File: src/bounded_length_max_subarray_sum_unit_macros.svh
// Assertion macros shared by the bounded-length max subarray sum RTL
`ifndef BOUNDED_LENGTH_MAX_SUBARRAY_SUM_UNIT_MACROS_SVH
`define BOUNDED_LENGTH_MAX_SUBARRAY_SUM_UNIT_MACROS_SVH

// Same-cycle implication, disabled during reset
`define BLMSS_ASSERT_IMP(name, clk, rst, ante, cons, msg) \
  name: assert property (@(posedge clk) disable iff (rst) (ante) |-> (cons)) \
    else $error(msg);

// Next-cycle implication, disabled during reset
`define BLMSS_ASSERT_NEXT(name, clk, rst, ante, cons, msg) \
  name: assert property (@(posedge clk) disable iff (rst) (ante) |=> (cons)) \
    else $error(msg);

`endif

File: src/blmss_fifo.sv
// Small register FIFO between front end and back end
`default_nettype none

`include "bounded_length_max_subarray_sum_unit_macros.svh"

module blmss_fifo #(
  parameter int WIDTH = 8,
  parameter int DEPTH = 2
) (
  input  logic             clk,
  input  logic             rst,
  input  logic             wr_en,
  input  logic [WIDTH-1:0] wr_data,
  output logic             full,
  input  logic             rd_en,
  output logic [WIDTH-1:0] rd_data,
  output logic             empty
);

  localparam int PTR_W = (DEPTH > 1) ? $clog2(DEPTH) : 1;
  localparam int CNT_W = $clog2(DEPTH + 1);

  logic [WIDTH-1:0] slots [DEPTH];
  logic [PTR_W-1:0] wr_ptr;
  logic [PTR_W-1:0] rd_ptr;
  logic [CNT_W-1:0] count;

  function automatic logic [PTR_W-1:0] ptr_inc(input logic [PTR_W-1:0] p);
    ptr_inc = (p == PTR_W'(DEPTH - 1)) ? '0 : p + 1'b1;
  endfunction

  // pointers and fill count
  always_ff @(posedge clk) begin
    if (rst) begin
      wr_ptr <= '0;
      rd_ptr <= '0;
      count  <= '0;
    end else begin
      if (wr_en) begin
        wr_ptr <= ptr_inc(wr_ptr);
      end
      if (rd_en) begin
        rd_ptr <= ptr_inc(rd_ptr);
      end
      unique case ({wr_en, rd_en})
        2'b10:   count <= count + 1'b1;
        2'b01:   count <= count - 1'b1;
        default: count <= count;
      endcase
    end
  end

  // storage
  always_ff @(posedge clk) begin
    if (wr_en) begin
      slots[wr_ptr] <= wr_data;
    end
  end

  assign rd_data = slots[rd_ptr];
  assign full    = (count == CNT_W'(DEPTH));
  assign empty   = (count == '0);

  `BLMSS_ASSERT_NEXT(a_fifo_count_up, clk, rst, wr_en && !rd_en, count == $past(count) + 1'b1, "fifo count did not grow on write")
  `BLMSS_ASSERT_NEXT(a_fifo_count_dn, clk, rst, rd_en && !wr_en, count == $past(count) - 1'b1, "fifo count did not shrink on read")
  `BLMSS_ASSERT_IMP(a_fifo_no_under, clk, rst, rd_en, !empty, "fifo read while empty")

endmodule

`default_nettype wire

File: config.mk
export PLATFORM = sky130hd
export DESIGN_NAME = blmss_fifo
export DESIGN_NICKNAME = d
export VERILOG_FILES = /design/src/blmss_fifo.sv
export VERILOG_INCLUDE_DIRS = /design/src /design/src/src
export SDC_FILE = /design/constraint.sdc
export NUM_CORES = 1
export LEC_CHECK = 0
export BUFFER_PORTS_ARGS = -buffer_cell sky130_fd_sc_hd__buf_4
export CORE_AREA = 2 2 48 50
export DETAILED_ROUTE_END_ITERATION = 8
export DIE_AREA = 0 0 50 52
export PLACE_DENSITY = 0.59
export RECOVER_POWER = 50
export SYNTH_ARGS = -nofsm -noshare
export SYNTH_HDL_FRONTEND = slang
export SYNTH_SLANG_ARGS = --single-unit
File: constraint.sdc
create_clock -name clk -period 1.3 [get_ports clk]
set_clock_uncertainty 0.15 [all_clocks]
set_input_delay 0.195 -clock clk [delete_from_list [all_inputs] [get_ports clk]]
set_output_delay 0.195 -clock clk [all_outputs]
set_load 0.05 [all_outputs]
## Word-level counts from Yosys, hierarchy flattened

Memories as Yosys holds them, arrays and structs flattened. A register that Yosys moved wholly into a read port is not among the register bits.
Cells that the tools add are included.

| operators by class | value |
|---|---|
| $add $sub $neg | 4 |
| eq/ne operators | 3 |
| muxes and demuxes | 7 |
| reduce and logical (&&, ||, !) cells | 2 |

Operators with widths:

| kind | number |
|---|---|
| 1-bit two-way mux | 6 |
| 2-bit equality test (second input constant) | 2 |
| 2-bit case mux with 2 select lines | 1 |
| 1-bit adder (second input constant) | 2 |
| 2-bit by 1-bit adder with 2-bit output (second input constant) | 1 |
| 2-bit by 1-bit equality test with 1-bit output (second input constant) | 1 |
| 2-bit zero test | 1 |
| 2-bit nonzero test | 1 |
| 2-bit by 1-bit subtractor with 2-bit output (second input constant) | 1 |

| storage, ports and cells | value |
|---|---|
| register bits | 4 |
| bits in writable memories | 16 |
| bits of input ports | 12 |
| output and inout port bits | 10 |
| word-level logic and storage cells | 20 |
| memories kept | 1 |

Memories:

| name | depth | width | read ports | clocked after Yosys merged registers in | wr ports | RTL line | RTL |
|---|---|---|---|---|---|---|---|
| slots | 2 | 8 | 1 | 1 | 1 | blmss_fifo.sv:23 | `logic [WIDTH-1:0] slots [DEPTH];` |

## Longest topological paths before layout

Gate-level depths: netlist of the first run.

| logic depth | value |
|---|---|
| depth in word-level cells | 4 |
| gate-level depth with buffers | 5 |

## Worst setup path after synthesis of the first run

OpenSTA, ideal clock, no wires.

| timing | value |
|---|---|
| path kind | flip-flop to output port |
| start | reg count[0] |
| end | out empty |
| arrival | 0.991 ns |
| data required time | 0.955 ns |
| slack | -0.036 ns |
| cell stages (with the launch flop) | 2 |
| path through | dfxtp_1 nor2_1 |

| between the ends | value |
|---|---|
| word-level cells in the longest chain between the ends | 1 |

RTL lines:

| what | RTL line | RTL |
|---|---|---|
| from (decl) | blmss_fifo.sv:26 | `logic [CNT_W-1:0] count;` |
| from (signal assigned) | blmss_fifo.sv:46 | `2'b10: count <= count + 1'b1;` |
| from (signal assigned) | blmss_fifo.sv:47 | `2'b01: count <= count - 1'b1;` |
| from (signal assigned) | blmss_fifo.sv:48 | `default: count <= count;` |
| 2-bit zero test | blmss_fifo.sv:62 | `assign empty = (count == '0);` |
| to (decl) | blmss_fifo.sv:17 | `output logic empty` |

No other way between the ends.

==> metrics.cfg, run 1 <==
[status]
violations = setup timing
status = finished, violations left

[power]
powerDensity_nw_per_um2 = 1227
total_power_mw = 1.577
ir_worst_vdd_uv = 668.7
power_frac_comb = 0.309
leakagePower_nw = 0.5265
p_seq_frac = 0.509
p_sw_mw = 0.4346
power_frac_clock = 0.181
swShare = 0.2757
internal_power_mw = 1.142

[sta]
worst_slew_pin_slew_ns = 0.2575
fmax_mhz = 633.1
period_share = 1.215
period_minus_slack_ns = 1.579
finalHoldViolations = 0
setup_ws_ns = -0.2794
setup_viol = 9
grt_setup_unrepaired = true
relSlewSlack = 0.8283
slew_violations = 0

[synth]
synth_edf_count = 16
synth_cell_types = 14
synth.avg_cell_area_um2 = 16.61
seq_area_frac_synth = 0.7436
synth_seq_cells = 21
synth_area_leaders = edfxtp_1 62%, dfxtp_1 13%, mux2_2 12%
async_reset_ff_frac = 0
synth_top_area_share = 0.6154
ys_warn_count = 0
syn_nets = 60
yosysMostFrequentCell = edfxtp_1
synth_top_area_cell = edfxtp_1
synthTopCellsByCount = 16 x edfxtp_1, 8 x mux2_2, 6 x nor2_1, 5 x dfxtp_1, 3 x xnor2_1
synthFlopType = edfxtp_1
syn-cell-area_um2 = 780.7
syn_inst = 47

[layout]
syn_to_final_growth_pct = 64.58
nets = 104
n_antenna_cell = 0
final_core_util = 0.6102
drive_gt1_frac = 0.5111

[clock_tree]
cts_tree = done
cts.sinks = 21
clock_tree.buffer_depth = 2
root_buffer = clkbuf_4
h-tree-depth = 1
clkTransAtPathRegs_ns = 0.10
cts-buffers-inserted = 3
insertion_delay_ns = 0.28

[global_routing]
grt_pass1_wl_um = 2283
grt_pass1_vias = 515
grt_max_degree = 12
grt.total_usage = 0.1200
antenna_found_initial = 0
grt-ovfl-total = 0

[routing]
routed_wl_um = 1283
routed_via_density = 4.220
drc_errors = 0
routedWlPerCell_um = 10.87
first_iter_violations = 0
drtPass1Iterations = 1
antenna_left = 0
vias = 498

[flow_run]
drv_cap = 0

[placed_design]
place_ws_ns = -0.06052
port_buffers = 21
place_congestion = 0.6568
dp_hpwl_um = 884.1

[floorplanning]
core_area_um2 = 2106
start_util = 0.3708
die_w_um = 50
io_pins = 22
die_h_um = 52
die_area_um2 = 2600
row_count = 17

[worst_setup_path]
required_ns = 0.95
worstPathMaxFanout = 4
crit_type = reg -> out
end_kind = output pin
startpoint_type = flop
worstPathArrival_ns = 1.23

[min_path]
hold_path.class = in -> reg

layer usage:
| metal | vias to the layer above | track usage | share of wire |
|---|---|---|---|
| met5 | - | 0 | 0 |
| met4 | 0 | 0.04167 | 0.0062 |
| li1 | 254 | - | - |
| met3 | 2 | 0.02874 | 0.052 |
| met2 | 12 | 0.1930 | 0.52 |
| met1 | 230 | 0.1580 | 0.42 |
cells by family (layout without fill, tap and decap cells):
| family | Yosys count | count (layout) | share of synthesized area |
|---|---|---|---|
| DFF | 21 | 21 | 0.7436 |
| and+or+nand+nor | 9 | 9 | 0.05610 |
| muxes | 8 | 8 | 0.1154 |
| xor gates and xnor gates | 4 | 4 | 0.04488 |
| AOI/OAI and AO/OA | 2 | 2 | 0.01281 |
| buffers and inverters | 2 | 45 | 0.01121 |
| adders and majority gates | 1 | 1 | 0.01602 |
sequential cells by signal, indices dropped and copies added (netlist names), named ones only:
| signal | cells |
|---|---|
| slots | 16 |
| wr_ptr | 1 |
| rd_ptr | 1 |
| count | 2 |
through the flow:
stage	cells	cell area, um^2	hold WS [ns]	TNS (ns)
floorplan	47	783.3	0.1141	0
global placement	103	1031	0.2305	-0.08061
detailed placement	103	1031	0.2346	-0.1128
CTS	118	1271	0.1076	-2.356
global route	118	1285	0.1285	-2.844
finish	118	1285	0.1069	-2.275
critical path, stage by stage (launching register included):
cell,delay [ns]
dfxtp_2,0.36
buf_6,0.13
mux2_4,0.31
buf_8,0.15
power groups by stage:
| stage | clock network (mW) | logic (mW) | registers (mW) |
|---|---|---|---|
| 2_1_floorplan | 0 | 0.238 | 0.806 |
| 3_3_place_gp | 0 | 0.363 | 0.809 |
| 3_5_place_dp | 0 | 0.365 | 0.812 |
| 4_1_cts | 0.303 | 0.474 | 0.798 |
| 5_1_grt | 0.332 | 0.520 | 0.809 |
| 6_report | 0.286 | 0.488 | 0.803 |
final cells by class:
class / count / area [um^2]
clock buffer: 4 / 26.28
inverter: 1 / 3.754
fill: 173 / 820.8
sequential: 21 / 586.8
timing repair buffer: 40 / 400.4
multi-input combinational: 24 / 232.7
tap: 28 / 35.03
cell usage in the layout, fill, tap and decap left out, drive strengths merged:
master	instances
dfxtp	5
o21ai	1
inv	1
clkbuf	13
ha	1
nor2	6
dlygate4sd3	10
and2	1
xor2	1
buf	21
edfxtp	16
and2b	1
mux2	8
a21oi	1
xnor2	3
or3	1
path summary, 6_finish.rpt:
| path | from | to | slack (ns) | cells past startpoint |
|---|---|---|---|---|
| hold / removal | rd_en | rd_ptr | 0.11 | 4 |
| setup reg to reg | count[0] | count[1] | 0.02 | 4 |
| hold reg to reg | rd_ptr | rd_ptr | 0.38 | 2 |
| setup / recovery | flop | rd_data[6] | -0.28 | 3 |
what timing repair did:
item / 4_1_cts / 5_1_grt
pin swaps: 0 / 2
hold buffers: 10 / 0
endpoints found under the setup margin: 10 / 11
resized for setup: 30 / 5
hold endpoints to repair: 21 / 0
setup buffers: 1 / 0
(Power assumes the default switching activity.)
==> run 2: changes to the inputs <==
RECOVER_POWER = not set   (was 50)
==> run 2 against run 1 <==
Against the previous run:
- the run still ends with setup timing left
- clock power hardly changed
- non-clock buffer count stayed put
- final cell count stayed put
- sequential cell count stayed put
- register-to-register slack hardly changed
- sequential share of layout area is 0.13 points lower
- critical endpoint unchanged
- highest routed layer unchanged
==> metrics.cfg, run 2 (synthesis gave the netlist of run 1 again) <==
[status]
status = finished, violations left  ; unchanged
violations = setup timing  ; unchanged

[routing]
drtPass1Iterations = 1  ; unchanged
vias = 495  ; was 498
routedWlPerCell_um = 10.86  ; was 10.87 um
antenna_left = 0  ; unchanged
drc_errors = 0  ; unchanged
first_iter_violations = 0  ; unchanged
routed_via_density = 4.195  ; was 4.220
routed_wl_um = 1282  ; was 1283 um

[global_routing]
grt_pass1_wl_um = 2283  ; unchanged
grt-ovfl-total = 0  ; unchanged
grt.total_usage = 0.1200  ; unchanged
grt_max_degree = 12  ; unchanged
antenna_found_initial = 0  ; unchanged
grt_pass1_vias = 515  ; unchanged

[clock_tree]
cts_tree = done  ; unchanged
clock_tree.buffer_depth = 2  ; unchanged
root_buffer = clkbuf_4  ; unchanged
clkTransAtPathRegs_ns = 0.10  ; about the same
cts.sinks = 21  ; unchanged
insertion_delay_ns = 0.28  ; about the same
h-tree-depth = 1  ; unchanged
cts-buffers-inserted = 3  ; unchanged

[sta]
period_minus_slack_ns = 1.580  ; was 1.579 ns
slew_violations = 0  ; unchanged
setup_viol = 9  ; unchanged
grt_setup_unrepaired = true  ; unchanged
setup_ws_ns = -0.2804  ; was -0.2794 ns
worst_slew_pin_slew_ns = 0.2101  ; was 0.2575 ns
setup_tns_ns = -2.279  ; was -2.275 ns
period_share = 1.216  ; was 1.215
relSlewSlack = 0.8584  ; was 0.8283
finalHoldViolations = 0  ; unchanged
fmax_mhz = 632.8  ; was 633.1 MHz

[layout]
seqCellArea_um2 = 586.8  ; unchanged
n_fill_cell = 173  ; unchanged
nets = 104  ; unchanged
final_cell_mix = 18 x buf_4, 16 x edfxtp_1, 10 x dlygate4sd3_1  ; was 16 x edfxtp_1, 11 x clkbuf_4, 10 x dlygate4sd3_1
multiInputGateArea_um2 = 232.7  ; unchanged
drive_gt1_frac = 0.5222  ; was 0.5111
largest_reg_flops = 16  ; unchanged
n_antenna_cell = 0  ; unchanged
syn_to_final_growth_pct = 65.06  ; was 64.58%
max_flop_register = slots  ; unchanged
layout.cells.non_filler = 118  ; unchanged
final_core_util = 0.6120  ; was 0.6102
biggestRegsByFlops = slots: 16 flops, count: 2 flops  ; unchanged
final_common_cell = buf_4  ; was edfxtp_1

[placed_design]
placed_cells = 103  ; unchanged
place_congestion = 0.6568  ; unchanged
dp_hpwl_um = 884.1  ; unchanged
port_buffers = 21  ; unchanged

[worst_setup_path]
crit_type = reg -> out  ; unchanged
worstPathArrival_ns = 1.24  ; was 1.23 ns
end_kind = output pin  ; unchanged
worstPathMaxFanout = 4  ; unchanged
required_ns = 0.95  ; about the same
startpoint_type = flop  ; unchanged

[floorplanning]
die_w_um = 50  ; unchanged
die_area_um2 = 2600  ; unchanged
io_pins = 22  ; unchanged
core_area_um2 = 2106  ; unchanged
row_count = 17  ; unchanged
die_h_um = 52  ; unchanged
start_util = 0.3708  ; unchanged

[min_path]
hold_path.class = in -> reg  ; unchanged

[power]
total_power_mw = 1.580  ; was 1.577 mW
ir_worst_vdd_uv = 669.3  ; was 668.7 uV
powerDensity_nw_per_um2 = 1226  ; was 1227 nW/um^2
leakagePower_nw = 0.5317  ; was 0.5265 nW

[flow_run]
drv_cap = 0  ; unchanged

-- run 2: final timing paths --
kind / from / endpoint / slack [ns] / depth (start not counted)
min reg2reg: rd_ptr / rd_ptr / 0.38 / 2
min: rd_en / rd_ptr / 0.11 / 4
max reg2reg: count[0] / count[1] / 0.02 / 4
max: flop / rd_data[6] / -0.28 / 3
-- run 2: per-layer routing --
layer | routed length [um] | track usage | vias to the layer above
met5 | 0 | 0 | -
met4 | 8 | 0.04167 | 0
met3 | 67 | 0.02874 | 2
met2 | 677 | 0.1930 | 12
met1 | 529 | 0.1580 | 228
li1 | - | - | 253
-- run 2: power breakdown --
part / internal, mW / total (mW) / switching (mW)
registers: 0.777 / 0.802 / 0.0252
logic: 0.248 / 0.491 / 0.243
clock network: 0.119 / 0.287 / 0.168
total: 1.14 / 1.58 / 0.436
-- run 2: stage by stage --
stage                     hold WS [ns]  area (um^2)  setup WS (ns)
after global routing            0.1284         1289        -0.3379
after CTS                       0.1076         1271        -0.2867
after detailed placement        0.2346         1031       -0.06052
after global placement          0.2305         1031       -0.02744
after floorplan                 0.1141        783.3        0.03247
final                           0.1063         1289        -0.2804
-- run 2: repair_timing --
item | CTS | global route
gates resized for setup | 30 | 5
pin swaps | 0 | 2
endpoints found under the hold margin | 21 | 0
endpoints found under the setup margin | 10 | 11
cloned | 0 | 0
buffers inserted | 1 | 0
hold buffers | 10 | 0
-- run 2: layout make-up --
| class | count | share of cell area |
|---|---|---|
| multi-input cells | 24 | 0.1806 |
| well taps | 28 | 0.02718 |
| repair buffers | 40 | 0.3136 |
| flip-flops and latches | 21 | 0.4553 |
| clock buffers | 4 | 0.02039 |
| inverters | 1 | 0.002913 |
-- run 2: worst max-delay path, stage by stage, from the launching register on --
cell and delay [ns]:
dfxtp_2 0.36, buf_6 0.13, mux2_4 0.31, buf_8 0.15
