<file path="config.mk">
export PLATFORM = sky130hd
export DESIGN_NAME = blmss_front
export DESIGN_NICKNAME = d
export VERILOG_FILES = /design/src/bounded_length_max_subarray_sum_unit_macros.svh /design/src/blmss_pkg.sv /design/src/blmss_front.sv
export SDC_FILE = /design/constraint.sdc
export NUM_CORES = 1
export LEC_CHECK = 0
export BUFFER_PORTS_ARGS = -buffer_cell sky130_fd_sc_hd__buf_2
export CORE_ASPECT_RATIO = 0.7
export CORE_MARGIN = 2
export CORE_UTILIZATION = 58
export CTS_BUF_LIST = sky130_fd_sc_hd__clkbuf_4 sky130_fd_sc_hd__clkbuf_8
export CTS_CLUSTER_SIZE = 28
export DETAILED_ROUTE_END_ITERATION = 7
export GPL_TIMING_DRIVEN = 0
export PLACE_DENSITY = 0.84
export REMOVE_ABC_BUFFERS = 1
export SLEW_MARGIN = 20
export SYNTH_ARGS = -nofsm -noshare
export SYNTH_HDL_FRONTEND = slang
export SYNTH_SLANG_ARGS = --single-unit
</file>
<file path="constraint.sdc">
create_clock -name clk -period 4.4 [get_ports clk]
set_input_delay 0 -clock clk [delete_from_list [all_inputs] [get_ports clk]]
set_output_delay 0 -clock clk [all_outputs]
set_load 0.005 [all_outputs]
</file>
<file path="src/bounded_length_max_subarray_sum_unit_macros.svh">
// Assertion macros shared by the bounded-length max subarray sum RTL
`ifndef BOUNDED_LENGTH_MAX_SUBARRAY_SUM_UNIT_MACROS_SVH
`define BOUNDED_LENGTH_MAX_SUBARRAY_SUM_UNIT_MACROS_SVH

// Same-cycle implication, disabled during reset
`define BLMSS_ASSERT_IMP(name, clk, rst, ante, cons, msg) \
  name: assert property (@(posedge clk) disable iff (rst) (ante) |-> (cons)) \
    else $error(msg);

// Next-cycle implication, disabled during reset
`define BLMSS_ASSERT_NEXT(name, clk, rst, ante, cons, msg) \
  name: assert property (@(posedge clk) disable iff (rst) (ante) |=> (cons)) \
    else $error(msg);

`endif

</file>
<file path="src/blmss_pkg.sv">
// Shared constants and types of the bounded-length max subarray sum unit
`default_nettype none

package blmss_pkg;

  localparam int LEN_W     = 11;
  localparam int VAL_W     = 32;
  localparam int SUM_W     = 52;
  localparam int CFG_IDX_W = 2;
  localparam int Q_DEPTH   = 2;

  // register indexes of the config port
  localparam logic [CFG_IDX_W-1:0] CFG_MIN_LEN = 2'd0;
  localparam logic [CFG_IDX_W-1:0] CFG_MAX_LEN = 2'd1;

  localparam logic [LEN_W-1:0] MIN_LEN_RST = 11'd1;
  localparam logic [LEN_W-1:0] MAX_LEN_RST = 11'd1024;

  localparam logic [SUM_W-1:0] SUM_MOST_NEG = {1'b1, {(SUM_W-1){1'b0}}};

  // classification of one word, set by the front end
  typedef struct packed {
    logic counted;   // within the item limit of the sequence
    logic eligible;  // a start prefix enters the window
    logic j_zero;    // that start prefix is the empty prefix
    logic last;      // closes the sequence
  } item_flags_t;

  typedef enum logic [1:0] {
    ST_IDLE,
    ST_TAIL,
    ST_HEAD,
    ST_EMIT
  } back_state_t;

endpackage

`default_nettype wire

</file>
<file path="src/blmss_front.sv">
// Front end: running prefix, item count and ring indexes, classifies each word
`default_nettype none

module blmss_front #(
  parameter int MAX_WINDOW = 1024,
  parameter int MAX_ITEMS  = 1048576,
  localparam int PW = $clog2(MAX_ITEMS + 1),
  localparam int RW = $clog2(MAX_WINDOW + 1)
) (
  input  logic                                clk,
  input  logic                                rst,
  input  logic                                in_fire,
  input  logic signed [blmss_pkg::VAL_W-1:0]  sample_value,
  input  logic                                is_last,
  input  logic [RW-1:0]                       lo,
  output logic                                q_wr,
  output logic [blmss_pkg::SUM_W-1:0]         q_prefix,
  output logic [PW-1:0]                       q_i,
  output logic [PW-1:0]                       q_j,
  output logic [RW-1:0]                       q_i_idx,
  output logic [RW-1:0]                       q_j_idx,
  output blmss_pkg::item_flags_t              q_flags
);

  import blmss_pkg::*;

  localparam int RING_SIZE = MAX_WINDOW + 1;
  localparam int CW = ((PW > RW) ? PW : RW) + 1;

  logic [PW-1:0]    seen;
  logic [SUM_W-1:0] prefix;
  logic [RW-1:0]    idx;

  logic             counted;
  logic [PW-1:0]    i_val;
  logic [RW-1:0]    i_idx;
  logic [CW-1:0]    i_ext;
  logic [CW-1:0]    lo_ext;
  logic [CW-1:0]    j_ext;
  logic [RW:0]      j_wrap;
  logic [SUM_W-1:0] prefix_next;

  // classification of the incoming word
  always_comb begin
    counted     = (seen < PW'(MAX_ITEMS));
    i_val       = seen + 1'b1;
    i_idx       = (idx == RW'(RING_SIZE - 1)) ? '0 : idx + 1'b1;
    i_ext       = CW'(i_val);
    lo_ext      = CW'(lo);
    j_ext       = i_ext - lo_ext;
    j_wrap      = {1'b0, i_idx} + (RW+1)'(RING_SIZE) - {1'b0, lo};
    prefix_next = prefix + {{(SUM_W-VAL_W){sample_value[VAL_W-1]}}, sample_value};
  end

  assign q_wr             = in_fire;
  assign q_prefix         = prefix_next;
  assign q_i              = i_val;
  assign q_j              = j_ext[PW-1:0];
  assign q_i_idx          = i_idx;
  assign q_j_idx          = (i_idx >= lo) ? (i_idx - lo) : j_wrap[RW-1:0];
  assign q_flags.counted  = counted;
  assign q_flags.eligible = counted && (i_ext >= lo_ext);
  assign q_flags.j_zero   = (i_ext == lo_ext);
  assign q_flags.last     = is_last;

  // sequence state, restarted after the last word
  always_ff @(posedge clk) begin
    if (rst) begin
      seen   <= '0;
      prefix <= '0;
      idx    <= '0;
    end else if (in_fire) begin
      if (is_last) begin
        seen   <= '0;
        prefix <= '0;
        idx    <= '0;
      end else if (counted) begin
        seen   <= i_val;
        prefix <= prefix_next;
        idx    <= i_idx;
      end
    end
  end

endmodule

`default_nettype wire

</file>
# Word-level counts from Yosys, hierarchy flattened
# Index checks and enable logic that the tools add are counted.
# totals
register_bits,84
input_bits,47
output_inout_bits,121
# op_classes
order_cmp,3
n_mux,8
n_addsub,7
reduce_logical,3
eq_ne,2
# ops
operator,n
2-to-1 mux 52 bit,2
adder 52 bit,1
2-to-1 mux 11 bit,4
2-to-1 mux 21 bit,2
subtractor 11 bit,2
"adder 21 x 1 -> 21 bit, second input constant",1
equality test 21 x 11 -> 1 bit,1
>= comparator 21 x 11 -> 1 bit,1
"less-than comparator 21 bit, second input constant",1
subtractor 21 x 11 -> 21 bit,1
"adder 11 x 1 -> 11 bit, second input constant",1
"adder 11 bit, second input constant",1
"equality test 11 bit, second input constant",1
>= comparator 11 bit,1
AND reduction 2 bit,1
nonzero test 2 bit,1
logical AND 1 bit,1

# Depth between registers and ports, before layout
# Gate-level depths: netlist (run 1).
# depth
word_depth,5
depth_mapped,19
ltp_nobuf,19

# Least setup slack after synthesis (run 1)
# OpenSTA, ideal clock, no wires.
# synth_path
path_kind,reg-to-output
start,reg idx[5]
end,out q_j_idx[9]
slack_ps,1186
path_stages_with_launch,19
t_required_ps,4400
path_buffers,0
arrival_ps,3214
path_cell_list,dfxtp_1 > nor4_1 > nand4_1 > o21ai_0 > inv_1 > ha_1 > inv_1 > ha_1 > inv_1 > fa_1 > nor2b_1 > o21ai_0 > a21oi_1 > o21ai_0 > nand2b_1 > a21oi_1 > o21bai_1 > xnor2_1 > mux2i_1
# synth_between
elab_chain_cells,5
elab_cells_between_ends,8
# synth_lines
item,line_no,source
"start, declared",blmss_front.sv:32,logic [RW-1:0] idx;
"start signal, assigned",blmss_front.sv:80,idx <= i_idx;
equality test 11 bit *,blmss_front.sv:47,i_idx = (idx == RW'(RING_SIZE - 1)) ? '0 : idx + 1'b1;
2-to-1 mux 11 bit *,blmss_front.sv:47,
named net q_i_idx[1],blmss_front.sv:20,"output logic [RW-1:0] q_i_idx,"
adder 11 bit,blmss_front.sv:51,"j_wrap = {1'b0, i_idx} + (RW+1)'(RING_SIZE) - {1'b0, lo};"
subtractor 11 bit,blmss_front.sv:51,
2-to-1 mux 11 bit *,blmss_front.sv:60,assign q_j_idx = (i_idx >= lo) ? (i_idx - lo) : j_wrap[RW-1:0];
"end, declared",blmss_front.sv:21,"output logic [RW-1:0] q_j_idx,"
# The timed path passes the listed nets; every way through them passes the cells marked *.

# Worst setup path in the final report (run 1)
# layout_path
start,reg idx[5]
end,out q_j_idx[9]
# layout_between
elab_chain_cells,5
elab_cells_between_ends,8
# layout_lines
item,line_no
adder 11 x 1 -> 11 bit or equality test 11 bit (tied branches),blmss_front.sv:47
2-to-1 mux 11 bit *,blmss_front.sv:47
adder 11 bit,blmss_front.sv:51
subtractor 11 bit,blmss_front.sv:51
2-to-1 mux 11 bit *,blmss_front.sv:60
# Every way passes the cells marked *; elsewhere a longest branch is shown, timed or not.

==> metrics.txt, run 1 <==
I/O pins roughly 170; FF/Latch Area about 1700 um^2; worst-path fanout max 6; vias in the first global route 7,627; status finished, final reports clean; Max Slew Vio Count 0; core area ~14,000 um^2; WL/cell 16.78 um; CTS max path bufs 2; Synth async-reset ratio 0%; Yosys top cell by area dfxtp_1; Overall Power between 0.002 and 0.0025 W; final setup fails 0; worst r2r src prefix[12]$_SDFFE_PP0P_; Clock Skews between 10 and 15 ps; die area roughly 15,000 um^2; Slew HR around 45%; most common cell after layout, fill and taps aside buf_2; Yosys top cell area share 20.42%; chip height 103.7 um; setup TNS 0 ps; Synth Instances approximately 1,100; Initial DRC Count 662; Power Dens Cells between 200 and 250 nW/um^2; clock sinks 84; DR pass1 iterations 5; CTS Buf Count 9; CTS tree built; Clock Tree Root clkbuf_8; Reg2Reg Depth 10; Top FF cell, synth dfxtp_1; global-route usage over all layers a little under a third; via count 8,591; worst vdd ir 0.1512 mV; Vias per Instance 6.050; min-delay worst type in2reg; Routed Antenna Nets 0; final global-route overflow total 0; flops & latches, synth between 80 and 90; Initial Utilization about three fifths; FF-to-FF End prefix[44]$_SDFFE_PP0P_; final hold slack 126.6 ps; global-route wire length before repair approximately 38 mm; WS Path Type reg2out; arrival time worst endpoint 4080 ps; WP data required roughly 4400 ps; number of synthesized flops with an enable pin 0; initial antenna violation count 2; Fillers around 1,200; sequential-to-total area share from yosys stat 20.42%; largest net degree at the start of global routing 62; multi-input logic area approximately 6200 um^2; MaxCap Viol Count 0; post-route minimum period between 4000 and 5000 ps; # DRC 0; hold path endpoint prefix[0]$_SDFFE_PP0P_; Clock Latency Late Sink 380 ps; synth warn 0; Post-Syn Area 8234 um^2; FMAX approximately 240 MHz; Port Buffers between 150 and 200; worst-margin pin slew a little over 800 ps; Worst Hold Depth 5; critical path capture point type output pin; Hold Vio Cnt, Final 0; most frequent cells in the layout buf_2, nor2_1, a21oi_1; crit path launch type flop; RePlAce Congestion about 0.96; Reg clk slew, reported paths ~90 ps; row count 36; HPWL Detailed about 19 mm; Hold Path Origin sample_value[0]; share of cells above drive strength 1 between 10% and 20%; Synth cell types about 70; chip width between 100 and 150 um; fin crit share between 90% and 100%; Leak around 4.5 nW; Worst R2R Setup Slack roughly 1200 ps; Area contributors post-synth dfxtp_1, ha_1, xnor2_1; drt total wl between 20 and 25 mm; RSZ-0062 raised after global routing no; area grow syn2layout 16.14%; number of H-tree levels 3; Syn Area/Cell roughly 7.6 um^2; Nets about 1,400
## timing repair
action / in CTS / in global routing
endpoints found under the hold margin: 1 / 0
endpoints found under the setup margin: 11 / 3
setup buffers: 2 / 0
hold buffers: 1 / 0
resized for setup: 0 / 3
cloned: 0 / 0
pin swaps: 1 / 0
## power by group
part / total (W) / internal (W) / switching [W]
clock network: 0.000811 / 0.000498 / 0.000313
logic: 0.000771 / 0.000314 / 0.000457
registers: 0.000807 / 0.000789 / 0.0000184
## registers in the layout, summed over array words and instances, names as in the netlist
signal / flops
prefix: 52
idx: 11
seen: 21
## synthesized netlist by cell type, types with 5 or more instances
master,count
nand3_1,31
fa_1,9
a22oi_1,44
dfxtp_1,84
a22o_1,24
nand2_1,70
o31ai_1,5
clkbuf_1,38
nor2b_1,9
or3_1,9
o21bai_1,12
nor4_1,8
or2_2,6
xor2_1,40
nand4_1,23
inv_1,63
nor3_1,23
o21ai_1,8
nor2_1,124
a31oi_1,10
a21oi_1,95
o21ai_0,58
xnor2_1,74
nand2b_1,12
a21boi_0,5
a21o_1,22
a211oi_1,6
and3_1,20
ha_1,83
## critical path, cell delays in order, from the launching register on
cell	delay, ps
dfxtp_1	380
nor4_2	380
nand4_1	220
o21ai_2	250
inv_1	110
ha_1	310
inv_1	70
ha_1	170
inv_1	60
fa_1	410
nor2b_1	120
o21ai_0	100
a21oi_1	270
o21ai_0	130
nand2b_1	130
a21oi_1	90
o21bai_1	150
xnor2_1	140
mux2i_1	90
buf_2	140
## cell type report
cell class | instances | share of cell area [%]
multi-input cells | 889 | 64.39
flip-flops and latches | 84 | 17.58
repair buffers | 175 | 9.918
well taps | 190 | 2.486
inverters | 63 | 2.473
clock inverters | 7 | 1.779
clock buffers | 9 | 1.295
diodes | 3 | 0.07850
## stage by stage
| step | std cells | util [%] | area, um^2 | setup slack (ps) |
|---|---|---|---|---|
| floorplan | 1036 | - | 8041 | 696.8 |
| global placement | 1393 | 65.70 | 9115 | -2310 |
| detailed placement | 1398 | 66.50 | 9226 | 203.2 |
| CTS | 1417 | 68.80 | 9545 | 25.01 |
| global route | 1418 | 68.89 | 9558 | 4.240 |
| finish | 1420 | 68.93 | 9563 | 316.1 |
## metal layers
layer	GRT usage, %	vias to the layer above	wire length, um
met5	0	-	0
met4	6.033	0	228
met3	6.608	22	2238
met2	43.06	395	9455
met1	47.64	3981	11900
li1	-	4193	-
## worst max path at each step
stage                          startpoint                   to  slack (ps)
floorplan           seen[20]$_SDFFE_PP0P_  idx[4]$_SDFFE_PP0P_         700
global placement    seen[20]$_SDFFE_PP0P_  idx[9]$_SDFFE_PP0P_       -2310
detailed placement    idx[5]$_SDFFE_PP0P_          q_j_idx[10]         200
CTS                   idx[5]$_SDFFE_PP0P_           q_j_idx[9]          30
global route          idx[5]$_SDFFE_PP0P_           q_j_idx[9]           4
finish                idx[5]$_SDFFE_PP0P_           q_j_idx[9]         320
## cells by family (layout without fill, tap and decap cells)
family | count (synthesis) | count (layout) | synth area share [%]
AO/OA/AOI/OAI | 329 | 329 | 26.65
other | 0 | 3 | 0
XOR/XNOR | 114 | 114 | 12.13
flip-flops | 84 | 84 | 20.42
buffers and inverters | 107 | 254 | 5.212
multiplexers | 4 | 4 | 0.4863
adder cells (fa/ha/maj) | 93 | 93 | 14.94
AND/OR/NAND/NOR | 349 | 349 | 20.16
Note: power is estimated with default switching activity, not from simulation.
==> run 2: changes to the inputs <==
- PLACE_DENSITY: 0.84 -> 0.82
==> run 2 against run 1 <==
  * Sequential power is essentially flat
  * Setup slack gained 77 ps
  * Non-clock buffer count grew 2
  * Final area shrank 0.33%
  * Via count shrank 0.81%
  * Register-to-register slack lost 90 ps
  * Hold slack lost 60 ps
  * Combinational power grew 0.8%
  * Largest power group is now registers
==> metrics.txt, run 2 (synthesized netlist as in run 1, its figures left out) <==
drt total wl 23.73 mm (-0.37%); Hold Path Origin rst; row count 36 (unchanged); chip height 103.7 um (unchanged); most frequent cells in the layout buf_2, nor2_1, a21oi_1; Layout Utilization 68.70% (-0.23 points); WS Path Type reg2out; number of H-tree levels 3 (unchanged); Final Instance Count excl. Fillers 1,421 (+0.070%); min-delay worst type in2reg; # DRC 0 (unchanged); Worst Hold Depth 2 (-3); Nets 1,363 (+0.15%); placed insts 1,400 (+0.14%); Cell Int Power 0.001430 W (-11%); final global-route overflow total 0 (unchanged); post-route minimum period 4007 ps (-76.87 ps); MaxCap Viol Count 0 (unchanged); Met3 Wirelength 1.989 mm (-11%); Power Dens Cells 233.6 nW/um^2 (-6.5%); CTS max path bufs 2 (unchanged); global-route usage over all layers 30.52% (-0.12 points); final setup fails 0 (unchanged); biggest regs prefix: 52 flops, seen: 21 flops, idx: 11 flops; status finished, final reports clean; Fillers 1,246 (+1.9%); clock sinks 84 (unchanged); Sequential Power Share 36.3% (+2.5 points); Routed Antenna Nets 0 (unchanged); DR pass1 iterations 6 (+1); Cell Area, Placed 9268 um^2 (+0.45%); Reg2Reg Depth 9 (-1); arrival time worst endpoint 4010 ps (-70 ps); max FFs per register 52 (unchanged); worst-path fanout max 6 (unchanged); setup TNS 0 ps (unchanged); Port Buffers 167 (unchanged); Leak 4.493 nW (-0.41%); RSZ-0062 raised after global routing no; Hold Vio Cnt, Final 0 (unchanged); area grow syn2layout 15.76%; global-route wire length before repair 38.14 mm (-0.50%); CTS Buf Count 9 (unchanged); Final Cell Area 9532 um^2 (-0.33%); FF-to-FF End prefix[38]$_SDFFE_PP0P_; net load switching power 0.0007965 W (+1.0%); Initial Utilization 59.35% (unchanged); worst-margin pin slew 787.0 ps (-36.65 ps); Max Slew Vio Count 0 (unchanged); final hold slack 66.89 ps (-59.75 ps); I/O pins 168 (unchanged); Top reg by flops prefix; largest net degree at the start of global routing 40 (-35%); met2 wire len 9.221 mm (-2.5%); via count 8,521 (-0.81%); Clock Tree Root clkbuf_8; CTS tree built; Sw Ratio 35.77% (+2.8 points); Initial DRC Count 732 (+11%); Clock Skews 15.20 ps (+4.279 ps); HPWL Detailed 18.87 mm (+1.4%); WL/cell 16.70 um (-0.44%); multi-input logic area 6157 um^2 (unchanged); die area 15,180 um^2 (unchanged); chip width 146.4 um (unchanged); fin crit share 91.07% (-1.7 points); hold path endpoint prefix[32]$_SDFFE_PP0P_; critical path capture point type output pin; Worst R2R Setup Slack 1090 ps (-90 ps); FMAX 249.6 MHz (+1.9%); Reg clk slew, reported paths 90 ps (about the same); WP data required 4400 ps (about the same); FF/Latch Area 1682 um^2 (unchanged); vias in the first global route 7,553 (-0.97%); Clk pwr share 28.8% (-5.1 points); worst r2r src prefix[7]$_SDFFE_PP0P_; combinational group share of total power 34.9% (+2.6 points); Vias per Instance 5.996 (-0.88%); worst vdd ir 0.1584 mV (+4.7%); most common cell after layout, fill and taps aside buf_2; RePlAce Congestion 0.9608 (+0.59%); initial antenna violation count 2 (unchanged); Clock Latency Late Sink 370 ps (about the same); core area 13,870 um^2 (unchanged); Slew HR 47.40% (+2.5 points); share of cells above drive strength 1 17.66% (+0.13 points); crit path launch type flop; WL met1 12.35 mm (+3.8%); top sig layer met4
## run 2: routing by layer
| layer | global-route usage, % | vias to the layer above |
|---|---|---|
| met3 | 6.388 | 23 |
| li1 | - | 4203 |
| met5 | 0 | - |
| met2 | 41.41 | 335 |
| met4 | 5.062 | 0 |
| met1 | 49.15 | 3960 |
## run 2: cell type report
class / instances / share of cell area, %
Sequential cell: 84 / 17.64
Clock buffer: 9 / 1.300
Clock inverter: 7 / 1.050
Timing Repair Buffer: 177 / 10.38
Multi-Input combinational cell: 889 / 64.60
Antenna cell: 2 / 0.05251
Tap cell: 190 / 2.494
Inverter: 63 / 2.481
## run 2: power by group through the flow
stage          Sequential [W]  Clock [W]  Combinational, W
2_1_floorplan        0.000820          0          0.000480
3_3_place_gp         0.000823          0          0.000736
3_5_place_dp         0.000824          0          0.000758
4_1_cts              0.000807   0.000653          0.000764
5_1_grt              0.000810   0.000680          0.000852
6_report             0.000807   0.000642          0.000777
## run 2: how the worst max path moves through the flow
stage	from	end	depth (start not counted)
finish	idx[5]$_SDFFE_PP0P_	q_j_idx[9]	19
global route	idx[5]$_SDFFE_PP0P_	q_j_idx[9]	19
CTS	idx[5]$_SDFFE_PP0P_	q_j_idx[9]	19
detailed placement	idx[5]$_SDFFE_PP0P_	q_j_idx[10]	12
global placement	seen[20]$_SDFFE_PP0P_	prefix[26]$_SDFFE_PP0P_	5
floorplan	seen[20]$_SDFFE_PP0P_	idx[4]$_SDFFE_PP0P_	7
## run 2: through the flow
stage	setup WS, ps	total power (W)
floorplan	696.8	0.001300
global placement	-2296	0.001559
detailed placement	318.6	0.001582
CTS	112.0	0.002224
global route	11.77	0.002343
finish	392.9	0.002227
## run 2: timing repair
item,in CTS,in global routing
setup buffers,2,0
pin swaps,1,0
endpoints found under the setup margin,7,3
hold buffers,1,0
hold endpoints to repair,1,0
resized for setup,0,3
## run 2: worst max-delay path, cell delays in order, from the launching register on
cell and delay, ps:
dfxtp_1 370, nor4_2 360, nand4_1 230, o21ai_2 240, inv_1 100, ha_1 320
inv_1 70, ha_1 160, inv_1 60, fa_1 400, nor2b_1 110, o21ai_0 110
a21oi_1 260, o21ai_0 120, nand2b_1 120, a21oi_1 90, o21bai_1 160, xnor2_1 130
mux2i_1 90, buf_2 140
==> run 3: changes to the inputs <==
- ABC_AREA: default -> 1
- CORE_UTILIZATION: 58 -> 59
- PLACE_DENSITY: 0.82 -> 0.81
==> run 3 against run 2 <==
  * Combinational power up 2%
  * Sequential share of layout area down 2.4 points
  * Die area up 14%
  * Maximum frequency up 1.2%
  * Synthesized area grew 17%
  * Wire length increased by 24%
  * Non-clock buffer count down 4
  * Final area rose by 15%
  * Clock power is 17% higher
  * Clock-buffer cell count grew 1
  * Clock skew up 6.0 ps
  * Final cell count rose by 38%
==> metrics.txt, run 3 <==
status finished, final reports clean; # DRC 0 (unchanged); Worst Hold Depth 2 (unchanged); global-route usage over all layers 33.90% (+3.4 points); Reg2Reg Depth 14 (+5); Clock Tree Root clkbuf_8; WL/cell 14.93 um (-11%); Yosys top cell area share 19.35% (-1.1 points); synth cell count leaders nand2_1, inv_1, a21oi_1; clock sinks 84 (unchanged); setup TNS 0 ps (unchanged); most frequent cells in the layout nand2_1, inv_1, a21oi_1; setup bufs post-CTS 0 (-2); Fillers 1,520 (+22%); Vias per Instance 5.471 (-8.8%); RePlAce Congestion 1.005 (+4.6%); final global-route overflow total 0 (unchanged); CTS max path bufs 2 (unchanged); RSZ-0062 raised after global routing no; share of cells above drive strength 1 14.24% (-3.4 points); min-delay worst type in2reg; Syn Area/Cell 6.062 um^2 (-20%); max FFs per register 52 (unchanged); Reg clk slew, reported paths 90 ps (about the same); drt total wl 29.38 mm (+24%); Yosys top cell by area nand2_1; initial antenna violation count 1 (-1); CTS tree built; Max Slew Vio Count 0 (unchanged); Post-Syn Area 9620 um^2 (+17%); critical path capture point type output pin; flops & latches, synth 84 (unchanged); Area contributors post-synth nand2_1, dfxtp_1, ha_1; Hold-fix buffers, CTS 0 (-1); I/O pins 168 (unchanged); crit path launch type flop; number of H-tree levels 3 (unchanged); WS Path Type reg2out; pre-CTS WS 903.1 ps (+584.5 ps); Top reg by flops prefix; sequential-to-total area share from yosys stat 17.48% (-2.9 points); biggest regs prefix: 52 flops, seen: 21 flops, idx: 11 flops; chip height 110.8 um (+6.9%); Leak 5.675 nW (+26%); synth warn 0 (unchanged); MaxCap Viol Count 0 (unchanged); via count 10,770 (+26%); global-route wire length before repair 47.78 mm (+25%); Port Buffers 167 (unchanged); post-route minimum period 3959 ps (-47.59 ps); core area 16,150 um^2 (+16%); final hold slack 49.69 ps (-17.20 ps); area grow syn2layout 14.37%; WP data required 4400 ps (about the same); worst-path fanout max 8 (+2); row count 39 (+8.3%); worst-margin pin slew 667.2 ps (-119.8 ps); most common cell after layout, fill and taps aside nand2_1; Clock Latency Late Sink 380 ps (about the same); setup slack after layout 440.5 ps (+47.59 ps); Nets 1,876 (+38%); final setup fails 0 (unchanged); Top FF cell, synth dfxtp_1; CTS Buf Count 9 (unchanged); Initial Utilization 59.56% (+0.21 points); number of synthesized flops with an enable pin 0 (unchanged); Synth Instances 1,587 (+47%); arrival time worst endpoint 3960 ps (-50 ps); Hold Vio Cnt, Final 0 (unchanged); worst vdd ir 0.1434 mV (-9.5%); Slew HR 55.42% (+8.0 points); die area 17,360 um^2 (+14%); Clock Skews 21.23 ps (+6.025 ps); chip width 156.6 um (+7.0%); Synth async-reset ratio 0% (unchanged); Power Dens Cells 213.8 nW/um^2 (-8.5%); FMAX 252.6 MHz (+1.2%); DR pass1 iterations 5 (-1); Routed Antenna Nets 0 (unchanged); Initial DRC Count 1,142 (+56%); vias in the first global route 9,570 (+27%); most numerous cell in the Yosys netlist nand2_1; fin crit share 89.99% (-1.1 points); HPWL Detailed 24.31 mm (+29%); Synth cell types 50 (-26%); CTS resizes 0 (unchanged); largest net degree at the start of global routing 48 (+20%)
-- run 3: changes by cell type after synthesis, moves of 24 or more --
| cell | previous run | this run |
|---|---|---|
| a21oi_1 | 95 | 174 |
| a22o_1 | 24 | 0 |
| a22oi_1 | 44 | 0 |
| inv_1 | 63 | 195 |
| nand2_1 | 70 | 496 |
| nand3_1 | 31 | 83 |
| xnor2_1 | 74 | 8 |
-- run 3: critical path: stages (launching register included) --
cell	delay [ps]
dfxtp_1	400
inv_1	100
ha_1	170
nand2_1	60
nor3_1	210
nand2_1	150
nand2_1	170
inv_1	120
ha_1	300
inv_1	100
ha_1	180
inv_1	80
fa_1	400
o21ai_0	380
nand4_1	140
nand2_1	110
xor2_1	210
nand4_1	110
nand2_1	80
buf_2	100
-- run 3: kinds of logic (layout without fill, tap and decap cells) --
family / after synthesis / after routing / synth area share [%]
simple gates: 835 / 835 / 38.47
buf+inv: 235 / 390 / 9.507
fa+ha+maj: 92 / 92 / 12.67
xor+xnor: 74 / 74 / 6.971
compound gates: 267 / 267 / 14.90
flops: 84 / 84 / 17.48
other cells: 0 / 1 / 0
-- run 3: power breakdown --
group / total (W) / switching, W / leakage, nW / internal, W
registers: 0.000807 / 0.0000190 / 0.682 / 0.000788
logic: 0.000793 / 0.000493 / 4.86 / 0.000300
clock network: 0.000753 / 0.000310 / 0.134 / 0.000442
total: 0.00235 / 0.000822 / 5.67 / 0.00153
-- run 3: final timing paths --
| kind | start | slack, ps | end |
|---|---|---|---|
| worst max register to register | prefix[0]$_SDFFE_PP0P_ | 1850 | prefix[32]$_SDFFE_PP0P_ |
| worst min register to register | prefix[0]$_SDFFE_PP0P_ | 470 | prefix[0]$_SDFFE_PP0P_ |
| worst max-delay path | idx[0]$_SDFFE_PP0P_ | 440 | q_j_idx[9] |
| worst min-delay path | rst | 50 | seen[14]$_SDFFE_PP0P_ |
-- run 3: final cells by class --
class                      instances  area, um^2  area share (%)
clock buffer                      10       131.4           1.194
tap                              225       281.5           2.559
antenna                            1       2.502         0.02274
clock inverter                     6       133.9           1.217
inverter                         201       755.7           6.868
multi-input combinational       1268        7043           64.01
sequential                        84        1682           15.28
timing repair buffer             173       973.4           8.847
-- run 3: per-stage QoR --
stage	utilization, %	total power, W	cell area, um^2	instances
detailed placement	66.47	0.001599	10740	1951
global placement	65.50	0.001585	10580	1945
finish	68.12	0.002353	11000	1968
CTS	68.11	0.002346	11000	1967
floorplan	-	0.001306	9462	1553
global route	68.12	0.002484	11000	1968
-- run 3: routing by layer --
metal	GRT usage [%]	vias to the layer above	wire [um]	part of all wire, %
met3	6.568	24	2836	9.7
met1	51.95	4851	14350	49
li1	-	5421	-	-
met4	4.526	0	221	0.75
met5	0	-	0	0
met2	50.10	470	11980	41
